## config.mk

```make
export PLATFORM = sky130hd
export DESIGN_NAME = mandelbrot_pixel_iterator_core
export DESIGN_NICKNAME = d
export VERILOG_FILES = /design/src/design/mpi_pkg.sv /design/src/design/mpi_serial_mul.sv /design/src/design/mpi_point_map.sv /design/src/design/mandelbrot_pixel_iterator_core.sv
export SDC_FILE = /design/constraint.sdc
export NUM_CORES = 2
export LEC_CHECK = 0
export ABC_CLOCK_PERIOD_IN_PS = 28200
export BUFFER_PORTS_ARGS = -buffer_cell sky130_fd_sc_hd__buf_2
export CORE_MARGIN = 2
export CORE_UTILIZATION = 35
export CTS_CLUSTER_DIAMETER = 40
export DETAILED_ROUTE_END_ITERATION = 8
export HOLD_SLACK_MARGIN = 0.08
export PLACE_DENSITY_LB_ADDON = 0.12
export SYNTH_ARGS = -nofsm -noshare
export SYNTH_HDL_FRONTEND = slang
export SYNTH_SLANG_ARGS = --single-unit
```

## constraint.sdc

```tcl
create_clock -name clk -period 28.2 [get_ports clk]
set_clock_uncertainty 0.05 [all_clocks]
set_input_delay 8.46 -clock clk [delete_from_list [all_inputs] [get_ports clk]]
set_output_delay 8.46 -clock clk [all_outputs]
set_load 0.005 [all_outputs]
```

## src/design/mpi_pkg.sv

```systemverilog
`timescale 1ns / 1ps
// ----------------------------------------------------------------------------
// mpi_pkg
// Shared types, constants and the saturating adder of the Mandelbrot pixel
// iterator.
// ----------------------------------------------------------------------------
package mpi_pkg;

	localparam int WORD_W    = 64;
	localparam int STEP_W    = 62;
	localparam int COORD_W   = 9;
	localparam int COUNT_W   = 13;
	localparam int COLOUR_W  = 32;
	localparam int CFG_IDX_W = 2;
	localparam int CHAN_W    = 8;

	localparam logic signed [WORD_W-1:0] WORD_MAX = {1'b0, {(WORD_W-1){1'b1}}};
	localparam logic signed [WORD_W-1:0] WORD_MIN = {1'b1, {(WORD_W-1){1'b0}}};

	// register indexes of the configuration port
	localparam logic [CFG_IDX_W-1:0] CFG_ORIGIN_REAL = 2'd0;
	localparam logic [CFG_IDX_W-1:0] CFG_ORIGIN_IMAG = 2'd1;
	localparam logic [CFG_IDX_W-1:0] CFG_PIXEL_STEP  = 2'd2;
	localparam logic [CFG_IDX_W-1:0] CFG_ITER_LIMIT  = 2'd3;

	localparam logic [COUNT_W-1:0] LIMIT_RST = 13'd4096;
	localparam logic [CHAN_W-1:0]  ALPHA     = 8'hFF;
	localparam logic [CHAN_W-1:0]  BLUE_MUL  = 8'hF0;
	localparam logic [CHAN_W-1:0]  GREEN_DIV = 8'd240;

	typedef struct packed {
		logic [COORD_W-1:0] pixel_col;
		logic [COORD_W-1:0] pixel_row;
	} pixel_in_t;

	typedef struct packed {
		logic [COORD_W-1:0]  out_col;
		logic [COORD_W-1:0]  out_row;
		logic [COUNT_W-1:0]  iteration_count;
		logic [COLOUR_W-1:0] colour_rgba;
	} pixel_out_t;

	function automatic logic signed [WORD_W-1:0] sat_add(
		input logic signed [WORD_W-1:0] a,
		input logic signed [WORD_W-1:0] b
	);
		logic signed [WORD_W:0] s;
		s = {a[WORD_W-1], a} + {b[WORD_W-1], b};
		if (s[WORD_W] != s[WORD_W-1]) begin
			return s[WORD_W] ? WORD_MIN : WORD_MAX;
		end
		return s[WORD_W-1:0];
	endfunction

endpackage

```

## src/design/mpi_serial_mul.sv

```systemverilog
`timescale 1ns / 1ps
// ----------------------------------------------------------------------------
// mpi_serial_mul
// Bit-serial signed fixed-point multiplier: one multiplier bit per cycle,
// magnitude truncated by the fraction bits, result saturated to the word.
// ----------------------------------------------------------------------------
module mpi_serial_mul
	import mpi_pkg::*;
#(
	parameter int FRACTION_BITS = 60
) (
	input  logic                     clk,
	input  logic                     arst_n,
	input  logic                     start,
	input  logic signed [WORD_W-1:0] a,
	input  logic signed [WORD_W-1:0] b,
	output logic                     done,
	output logic signed [WORD_W-1:0] product
);

	localparam int CNT_W = $clog2(WORD_W);

	typedef enum logic [1:0] {MS_IDLE, MS_RUN, MS_FIN} mul_state_t;

	mul_state_t               state_q;
	logic [CNT_W-1:0]         cnt_q;
	logic [WORD_W-1:0]        ua_q;
	logic [WORD_W-1:0]        ub_q;
	logic [WORD_W-1:0]        hi_q;
	logic [WORD_W-1:0]        lo_q;
	logic                     neg_q;
	logic                     done_q;
	logic signed [WORD_W-1:0] product_q;

	logic [WORD_W-1:0]   addend;
	logic [WORD_W:0]     sum;
	logic [2*WORD_W-1:0] full;
	logic [WORD_W-1:0]   rlo;
	logic                rhi_nz;
	logic signed [WORD_W-1:0] sat_val;

	assign addend = ub_q[0] ? ua_q : '0;
	assign sum    = {1'b0, hi_q} + {1'b0, addend};
	assign full   = {hi_q, lo_q};
	assign rlo    = WORD_W'(full >> FRACTION_BITS);
	assign rhi_nz = |(full >> (FRACTION_BITS + WORD_W));

	always_comb begin
		if (rhi_nz || rlo[WORD_W-1]) begin
			sat_val = neg_q ? WORD_MIN : WORD_MAX;
		end else begin
			sat_val = neg_q ? -$signed(rlo) : $signed(rlo);
		end
	end

	always_ff @(posedge clk or negedge arst_n) begin
		if (!arst_n) begin
			state_q <= MS_IDLE;
			cnt_q   <= '0;
			done_q  <= 1'b0;
		end else begin
			done_q <= 1'b0;
			case (state_q)
				MS_IDLE: begin
					if (start) begin
						ua_q    <= a[WORD_W-1] ? WORD_W'(0) - a : a;
						ub_q    <= b[WORD_W-1] ? WORD_W'(0) - b : b;
						neg_q   <= a[WORD_W-1] ^ b[WORD_W-1];
						hi_q    <= '0;
						lo_q    <= '0;
						cnt_q   <= '0;
						state_q <= MS_RUN;
					end
				end
				MS_RUN: begin
					// add on the multiplier LSB, shift the product right
					hi_q  <= sum[WORD_W:1];
					lo_q  <= {sum[0], lo_q[WORD_W-1:1]};
					ub_q  <= ub_q >> 1;
					cnt_q <= cnt_q + 1'b1;
					if (cnt_q == CNT_W'(WORD_W - 1)) begin
						state_q <= MS_FIN;
					end
				end
				MS_FIN: begin
					product_q <= sat_val;
					done_q    <= 1'b1;
					state_q   <= MS_IDLE;
				end
				default: begin
					state_q <= MS_IDLE;
				end
			endcase
		end
	end

	assign done    = done_q;
	assign product = product_q;

endmodule

```

## src/design/mpi_point_map.sv

```systemverilog
`timescale 1ns / 1ps
// ----------------------------------------------------------------------------
// mpi_point_map
// Maps one pixel coordinate to a point on an axis: origin plus step times
// coordinate, formed one coordinate bit per cycle, then saturated.
// ----------------------------------------------------------------------------
module mpi_point_map
	import mpi_pkg::*;
(
	input  logic                     clk,
	input  logic                     arst_n,
	input  logic                     start,
	input  logic signed [WORD_W-1:0] origin,
	input  logic [STEP_W-1:0]        step,
	input  logic [COORD_W-1:0]       coord,
	output logic                     done,
	output logic signed [WORD_W-1:0] point
);

	localparam int ACC_W = STEP_W + COORD_W;
	localparam int CNT_W = $clog2(COORD_W);

	typedef enum logic [1:0] {PM_IDLE, PM_RUN, PM_FIN} map_state_t;

	map_state_t               state_q;
	logic [CNT_W-1:0]         cnt_q;
	logic [COORD_W-1:0]       coord_q;
	logic [ACC_W-1:0]         acc_q;
	logic                     done_q;
	logic signed [WORD_W-1:0] point_q;

	logic [ACC_W-1:0]         acc_next;
	logic signed [WORD_W-1:0] offset;

	assign acc_next = (acc_q << 1) + (coord_q[COORD_W-1] ? ACC_W'(step) : '0);
	// hold the offset at the largest word when it does not fit
	assign offset   = (|acc_q[ACC_W-1:WORD_W-1]) ? WORD_MAX : $signed(acc_q[WORD_W-1:0]);

	always_ff @(posedge clk or negedge arst_n) begin
		if (!arst_n) begin
			state_q <= PM_IDLE;
			cnt_q   <= '0;
			done_q  <= 1'b0;
		end else begin
			done_q <= 1'b0;
			case (state_q)
				PM_IDLE: begin
					if (start) begin
						coord_q <= coord;
						acc_q   <= '0;
						cnt_q   <= '0;
						state_q <= PM_RUN;
					end
				end
				PM_RUN: begin
					acc_q   <= acc_next;
					coord_q <= coord_q << 1;
					cnt_q   <= cnt_q + 1'b1;
					if (cnt_q == CNT_W'(COORD_W - 1)) begin
						state_q <= PM_FIN;
					end
				end
				PM_FIN: begin
					point_q <= sat_add(origin, offset);
					done_q  <= 1'b1;
					state_q <= PM_IDLE;
				end
				default: begin
					state_q <= PM_IDLE;
				end
			endcase
		end
	end

	assign done  = done_q;
	assign point = point_q;

endmodule

```

## src/design/mandelbrot_pixel_iterator_core.sv

```systemverilog
`timescale 1ns / 1ps
// ----------------------------------------------------------------------------
// mandelbrot_pixel_iterator_core
// Escape-time Mandelbrot iterator for one pixel at a time: maps the pixel to
// c, runs z = z*z + c in signed fixed point and returns count and colour.
// ----------------------------------------------------------------------------
// From the start beat the core maps the pixel on both axes, then loops through
// test, update and multiply until escape or limit, then drives the result strobe.
// Each step waits on the three bit-serial 64-bit multipliers (one bit per cycle)
// that run side by side. One pixel is in flight; busy drops with the result strobe.
// Reset: asynchronous, active low; returns to idle and loads origin -2 - 2i,
// step 2^-7 and an iteration limit of 4096. The receiver cannot stall.
module mandelbrot_pixel_iterator_core
	import mpi_pkg::*;
#(
	parameter int IMAGE_SIZE    = 512,
	parameter int COUNT_BOUND   = 4096,
	parameter int FRACTION_BITS = 60
) (
	input  logic                 clk,
	input  logic                 arst_n,
	// command channel
	input  logic                 start,
	output logic                 busy,
	input  pixel_in_t            pixel,
	// result channel
	output logic                 result_valid,
	output pixel_out_t           result,
	// configuration write port
	input  logic                 cfg_we,
	input  logic [CFG_IDX_W-1:0] cfg_index,
	input  logic [WORD_W-1:0]    cfg_data
);

	localparam logic signed [WORD_W-1:0] ORIGIN_RST = -(64'sd2 <<< FRACTION_BITS);
	localparam logic [STEP_W-1:0]        STEP_RST   = STEP_W'(64'd1 << (FRACTION_BITS - 7));
	localparam logic [WORD_W:0]          FOUR       = 65'd4 << FRACTION_BITS;

	typedef enum logic [2:0] {ST_IDLE, ST_MAP, ST_TEST, ST_UPD, ST_MUL} iter_state_t;

	// configuration registers
	logic signed [WORD_W-1:0] origin_real_q;
	logic signed [WORD_W-1:0] origin_imag_q;
	logic [STEP_W-1:0]        pixel_step_q;
	logic [COUNT_W-1:0]       iteration_limit_q;

	// iteration state
	iter_state_t              state_q;
	pixel_in_t                pixel_q;
	logic signed [WORD_W-1:0] cr_q;
	logic signed [WORD_W-1:0] ci_q;
	logic signed [WORD_W-1:0] x_q;
	logic signed [WORD_W-1:0] y_q;
	logic signed [WORD_W-1:0] x2_q;
	logic signed [WORD_W-1:0] y2_q;
	logic signed [WORD_W-1:0] p_q;
	logic signed [WORD_W-1:0] pp_q;
	logic signed [WORD_W-1:0] dxy_q;
	logic [COUNT_W-1:0]       count_q;
	logic [COUNT_W-1:0]       limit_q;
	logic [CHAN_W-1:0]        rem_q;
	logic [CHAN_W-1:0]        green_q;
	logic                     mul_start_q;
	logic                     result_valid_q;
	pixel_out_t               result_q;

	logic                     accept;
	logic [COORD_W-1:0]       col_clamped;
	logic [COORD_W-1:0]       row_clamped;
	logic [COUNT_W-1:0]       limit_eff;
	logic [WORD_W:0]          mag_sum;
	logic                     keep_going;
	logic                     map_done_re;
	logic                     map_done_im;
	logic signed [WORD_W-1:0] map_re;
	logic signed [WORD_W-1:0] map_im;
	logic                     done_xy;
	logic                     done_xx;
	logic                     done_yy;
	logic signed [WORD_W-1:0] prod_xy;
	logic signed [WORD_W-1:0] prod_xx;
	logic signed [WORD_W-1:0] prod_yy;

	function automatic logic signed [WORD_W-1:0] sat_sub(
		input logic signed [WORD_W-1:0] a,
		input logic signed [WORD_W-1:0] b
	);
		logic signed [WORD_W:0] s;
		s = {a[WORD_W-1], a} - {b[WORD_W-1], b};
		if (s[WORD_W] != s[WORD_W-1]) begin
			return s[WORD_W] ? WORD_MIN : WORD_MAX;
		end
		return s[WORD_W-1:0];
	endfunction

	assign accept = start && (state_q == ST_IDLE);
	assign busy   = (state_q != ST_IDLE);

	// hold coordinates beyond the image at its last pixel
	assign col_clamped = (32'(pixel.pixel_col) > (IMAGE_SIZE - 1)) ?
		COORD_W'(IMAGE_SIZE - 1) : pixel.pixel_col;
	assign row_clamped = (32'(pixel.pixel_row) > (IMAGE_SIZE - 1)) ?
		COORD_W'(IMAGE_SIZE - 1) : pixel.pixel_row;

	// hold the limit at the count bound
	assign limit_eff = (32'(iteration_limit_q) > COUNT_BOUND) ?
		COUNT_W'(COUNT_BOUND) : iteration_limit_q;

	// both squares are never negative, so the plain sum cannot wrap
	assign mag_sum    = {1'b0, x2_q} + {1'b0, y2_q};
	assign keep_going = (count_q < limit_q) && (mag_sum <= FOUR);

	// configuration writes
	always_ff @(posedge clk or negedge arst_n) begin
		if (!arst_n) begin
			origin_real_q     <= ORIGIN_RST;
			origin_imag_q     <= ORIGIN_RST;
			pixel_step_q      <= STEP_RST;
			iteration_limit_q <= LIMIT_RST;
		end else if (cfg_we) begin
			case (cfg_index)
				CFG_ORIGIN_REAL: origin_real_q     <= $signed(cfg_data);
				CFG_ORIGIN_IMAG: origin_imag_q     <= $signed(cfg_data);
				CFG_PIXEL_STEP:  pixel_step_q      <= cfg_data[STEP_W-1:0];
				CFG_ITER_LIMIT:  iteration_limit_q <= cfg_data[COUNT_W-1:0];
				default: begin
				end
			endcase
		end
	end

	// point mapping on both axes, started by the command beat
	mpi_point_map u_map_re (
		.clk    (clk),
		.arst_n (arst_n),
		.start  (accept),
		.origin (origin_real_q),
		.step   (pixel_step_q),
		.coord  (col_clamped),
		.done   (map_done_re),
		.point  (map_re)
	);

	mpi_point_map u_map_im (
		.clk    (clk),
		.arst_n (arst_n),
		.start  (accept),
		.origin (origin_imag_q),
		.step   (pixel_step_q),
		.coord  (row_clamped),
		.done   (map_done_im),
		.point  (map_im)
	);

	// three products of the new z, formed side by side
	mpi_serial_mul #(.FRACTION_BITS(FRACTION_BITS)) u_mul_xy (
		.clk     (clk),
		.arst_n  (arst_n),
		.start   (mul_start_q),
		.a       (x_q),
		.b       (y_q),
		.done    (done_xy),
		.product (prod_xy)
	);

	mpi_serial_mul #(.FRACTION_BITS(FRACTION_BITS)) u_mul_xx (
		.clk     (clk),
		.arst_n  (arst_n),
		.start   (mul_start_q),
		.a       (x_q),
		.b       (x_q),
		.done    (done_xx),
		.product (prod_xx)
	);

	mpi_serial_mul #(.FRACTION_BITS(FRACTION_BITS)) u_mul_yy (
		.clk     (clk),
		.arst_n  (arst_n),
		.start   (mul_start_q),
		.a       (y_q),
		.b       (y_q),
		.done    (done_yy),
		.product (prod_yy)
	);

	// sequencer: map, then test / update / multiply until escape or limit
	always_ff @(posedge clk or negedge arst_n) begin
		if (!arst_n) begin
			state_q        <= ST_IDLE;
			mul_start_q    <= 1'b0;
			result_valid_q <= 1'b0;
			count_q        <= '0;
			limit_q        <= '0;
			rem_q          <= '0;
			green_q        <= '0;
		end else begin
			mul_start_q    <= 1'b0;
			result_valid_q <= 1'b0;
			case (state_q)
				ST_IDLE: begin
					if (start) begin
						pixel_q <= pixel;
						limit_q <= limit_eff;
						x_q     <= '0;
						y_q     <= '0;
						x2_q    <= '0;
						y2_q    <= '0;
						p_q     <= '0;
						count_q <= '0;
						rem_q   <= '0;
						green_q <= '0;
						state_q <= ST_MAP;
					end
				end
				ST_MAP: begin
					if (map_done_re && map_done_im) begin
						cr_q    <= map_re;
						ci_q    <= map_im;
						state_q <= ST_TEST;
					end
				end
				ST_TEST: begin
					if (keep_going) begin
						pp_q    <= sat_add(p_q, p_q);
						dxy_q   <= sat_sub(x2_q, y2_q);
						state_q <= ST_UPD;
					end else begin
						// drive the result beat for exactly one cycle
						result_q.out_col         <= pixel_q.pixel_col;
						result_q.out_row         <= pixel_q.pixel_row;
						result_q.iteration_count <= count_q;
						result_q.colour_rgba     <= {count_q[CHAN_W-1:0], green_q,
							CHAN_W'(count_q * BLUE_MUL), ALPHA};
						result_valid_q           <= 1'b1;
						state_q                  <= ST_IDLE;
					end
				end
				ST_UPD: begin
					y_q         <= sat_add(pp_q, ci_q);
					x_q         <= sat_add(dxy_q, cr_q);
					count_q     <= count_q + 1'b1;
					// advance count / 240 alongside the count
					if (rem_q == GREEN_DIV - 1'b1) begin
						rem_q   <= '0;
						green_q <= green_q + 1'b1;
					end else begin
						rem_q   <= rem_q + 1'b1;
					end
					mul_start_q <= 1'b1;
					state_q     <= ST_MUL;
				end
				ST_MUL: begin
					if (done_xy && done_xx && done_yy) begin
						p_q     <= prod_xy;
						x2_q    <= prod_xx;
						y2_q    <= prod_yy;
						state_q <= ST_TEST;
					end
				end
				default: begin
					state_q <= ST_IDLE;
				end
			endcase
		end
	end

	assign result_valid = result_valid_q;
	assign result       = result_q;

endmodule

```

==> flow_metrics.env <==
export IMPL_synth_fa_ha_area_share_pct=7.96
export IMPL_grtUsageTotal_pct=22.0
export IMPL_final_cells=16000
export IMPL_timing_final_ws_setup_ns=16.98
export IMPL_synth_seq_area_share_pct=50.0
export IMPL_ir_worst_vdd_mv=0.0507
export IMPL_crit_path_start_kind="input pin"
export IMPL_rows=212
export IMPL_die_h_um=582
export IMPL_worst_slew_pin_slew_ns=1.36
export IMPL_drtAntennaViolNets=0
export IMPL_dr_pass1_iters=6
export IMPL_synth_seq_cells=1996
export IMPL_final_util_pct=40.5
export IMPL_critPathKind="in2reg"
export IMPL_antenna_found_initial=29
export IMPL_final_area_sq_um=135000
export IMPL_cts_setup_buffers=0
export IMPL_nNetsFinal=12100
export IMPL_drive_gt1_share_pct=11.6
export IMPL_finalSetupViolCount=0
export IMPL_post_cts_resize_count=0
export IMPL_crit_path_frequent_cell="buf_4"
export IMPL_synthMuxAreaShare_pct=2.22
export IMPL_clkTransAtPathRegs_ns=0.05
export IMPL_crit_family="simple AND/OR/NAND/NOR gates"
export IMPL_hold_ws_ns=0.360
export IMPL_fin_crit_ns=11.22
export IMPL_multiInputGateArea_sq_um=55500
export IMPL_drc=0
export IMPL_clock_latency_ns=0.92
export IMPL_ys_warn_count=0
export IMPL_yosys_most_used_dff="edfxtp_1"
export IMPL_leakage_nw=51.8
export IMPL_vias=87100
export IMPL_coreArea_sq_um=333000
export IMPL_cts_sink_count=1996
export IMPL_finalSetupTns_ns=0
export IMPL_largestRegisters="u_map_im.acc_q: 71 flops, u_map_re.acc_q: 71 flops"
export IMPL_totalWireLength_um=382000
export IMPL_path_cells="buf_2 -> nor2b_1 -> and2_1 -> nor2_1 -> nor2_4 -> buf_4 -> buf_4"
export IMPL_synth_compound_area_share_pct=15.9
export IMPL_cts_buffers=369
export IMPL_port_buffers=140
export IMPL_slew_viol_final=0
export IMPL_via_per_inst=5.45
export IMPL_cts_root_buf="clkbuf_16"
export IMPL_power_total_mw=9.34
export IMPL_synth_edf_count=1705
export IMPL_worstPathMaxFanout=72
export IMPL_synth_cell_types=110
export IMPL_io_pins=153
export IMPL_dpl_hpwl_um=295000
export IMPL_areaGrowthSynthToFinish_pct=15.3
export IMPL_max_freq_mhz=89.1
export IMPL_h_tree_depth=5
export IMPL_rsz0062_at_grt="no"
export IMPL_timing_final_crit_share_pct=39.8
export IMPL_final_seq_area_sq_um=58500
export IMPL_placedCellCount=15300
export IMPL_place_area_sq_um=122000
export IMPL_status="finished, final reports clean"
export IMPL_wl_per_cell_um=23.9
export IMPL_cts_tree="done"
export IMPL_finalHoldViolCount=0
export IMPL_initialDrtViolationCount=7247
export IMPL_slowest_delay_ns=0.80
export IMPL_initial_core_util_pct=35.1
export IMPL_slowest_stage="buf_4"
export IMPL_cp_buffers_inverters=3
export IMPL_crit_required_ns=28.65
export IMPL_slew_headroom_pct=8.43
export IMPL_synth_xor_area_share_pct=5.47
export IMPL_ctsHoldBuffers=0
export IMPL_async_flop_share_pct=14.6
export IMPL_arrival_ns=11.67
export IMPL_synth_area_per_cell_sq_um=10.5
export IMPL_synth_area_sq_um=117000
export IMPL_place_ws_ns=16.03
export IMPL_synth_simple_area_share_pct=15.6
export IMPL_nFillCells=32100
export IMPL_synth_cells=11100
export IMPL_maxCapViolCount=0
export IMPL_global_route_overflow_total=0
export IMPL_synth_top_family_by_area="compound AO/OA/AOI/OAI gates"
export IMPL_grt_pass1_vias=86400
export IMPL_cts_path_max_buffers=4
export IMPL_gp_congestion=0.939
export IMPL_powerDensity_nw_per_um2=69.2
export IMPL_grt_max_degree=132
export IMPL_die_w_um=582
export IMPL_crit_path_end_kind="flip-flop"
export IMPL_grt_pass1_wl_um=567000
export IMPL_dieArea_sq_um=339000
export IMPL_min_path_type="reg2reg"
[Yosys cell counts (170+ instances only)]
| master | number | area share (%) |
|---|---|---|
| and2_1 | 569 | 3.0 |
| a21o_1 | 444 | 2.8 |
| xor2_1 | 348 | 2.6 |
| nor2_1 | 1058 | 3.4 |
| xnor2_1 | 383 | 2.9 |
| edfxtp_1 | 1705 | 44 |
| dfrtp_1 | 283 | 6.0 |
| o21ai_0 | 680 | 2.9 |
| clkbuf_1 | 429 | 1.4 |
| a21oi_1 | 965 | 4.1 |
| or3_1 | 186 | 0.99 |
| nor3_1 | 170 | 0.73 |
| nand3_1 | 197 | 0.84 |
| nand2_1 | 630 | 2.0 |
| ha_1 | 727 | 7.8 |
| mux2_2 | 211 | 2.0 |
| inv_1 | 356 | 1.1 |
[cell type report]
type                       instances  area share [%]
sequential                      1996            43.4
clock buffer                     417            7.15
multi-input combinational       8301            41.2
clock inverter                   263            2.12
antenna                           11          0.0204
tap                             4387            4.07
inverter                         365            1.02
timing repair buffer             242            1.12
[placed cells by master (no fill, tap or decap), types with 186 or more instances in the layout]
master,instances
xnor2_1,383
xor2_1,348
nand3_1,197
and2_1,564
dfrtp_1,283
clkbuf_16,377
a21oi_1,965
nand2_1,627
o21ai_0,680
edfxtp_1,1705
mux2_2,211
inv_1,356
ha_1,726
nor2_1,1047
a21o_1,444
or3_1,186
[power breakdown]
| part | leakage [nW] | internal (mW) | switching, mW |
|---|---|---|---|
| combinational | 27.0 | 0.520 | 0.881 |
| sequential | 18.9 | 3.38 | 0.124 |
| clock | 6.02 | 2.79 | 1.65 |
[routing by layer]
layer  part of all wire [%]  up-vias  wire length (um)  GRT usage (%)
li1                       -    41300                 -              -
met1                     45    42800            173000           30.2
met2                     45     2363            174000           35.3
met3                    5.0      587             18900           2.86
met4                    4.3        2             16500           8.56
met5                 0.0029        -                11              0
[worst register-to-register path: stages (launching register included)]
cell	delay, ns
edfxtp_1	0.40
ha_1	0.65
nor4_4	0.68
inv_1	0.09
a31oi_1	0.47
o221ai_1	0.21
a311o_1	0.32
a2111o_1	0.45
a2111oi_0	0.90
nand4_1	0.18
nor3_1	0.28
nand4_1	0.14
nor4_1	0.53
o2111ai_1	0.29
a2111oi_2	0.45
a2111oi_4	0.17
nor3_2	0.32
buf_12	0.39
[cells by family (layout without fill, tap and decap cells)]
| kind of cell | after synthesis | count (layout) |
|---|---|---|
| muxes | 233 | 233 |
| and+or+nand+nor | 3619 | 3619 |
| buffers and inverters | 865 | 1287 |
| DFF | 1996 | 1996 |
| xor gates and xnor gates | 731 | 731 |
| adders and majority gates | 738 | 738 |
| other | 2 | 27 |
| AOI/OAI and AO/OA | 2964 | 2964 |
[final timing paths]
| kind | startpoint | endpoint | slack [ns] | cells after the start |
|---|---|---|---|---|
| worst max-delay path | start | y_q[57] | 16.98 | 7 |
| worst min-delay path | u_map_im.point[50] | ci_q[50] | 0.36 | 0 |
| worst max register to register | x2_q[30] | pp_q[46] | 20.25 | 17 |
| worst min register to register | u_map_im.point[50] | ci_q[50] | 0.36 | 0 |
| max in group asynchronous | arst_n | origin_real_q[50] | 18.75 | 3 |
| min in group asynchronous | arst_n | iteration_limit_q[11] | 7.43 | 1 |
No activity file was read; power rests on OpenSTA's default activity.
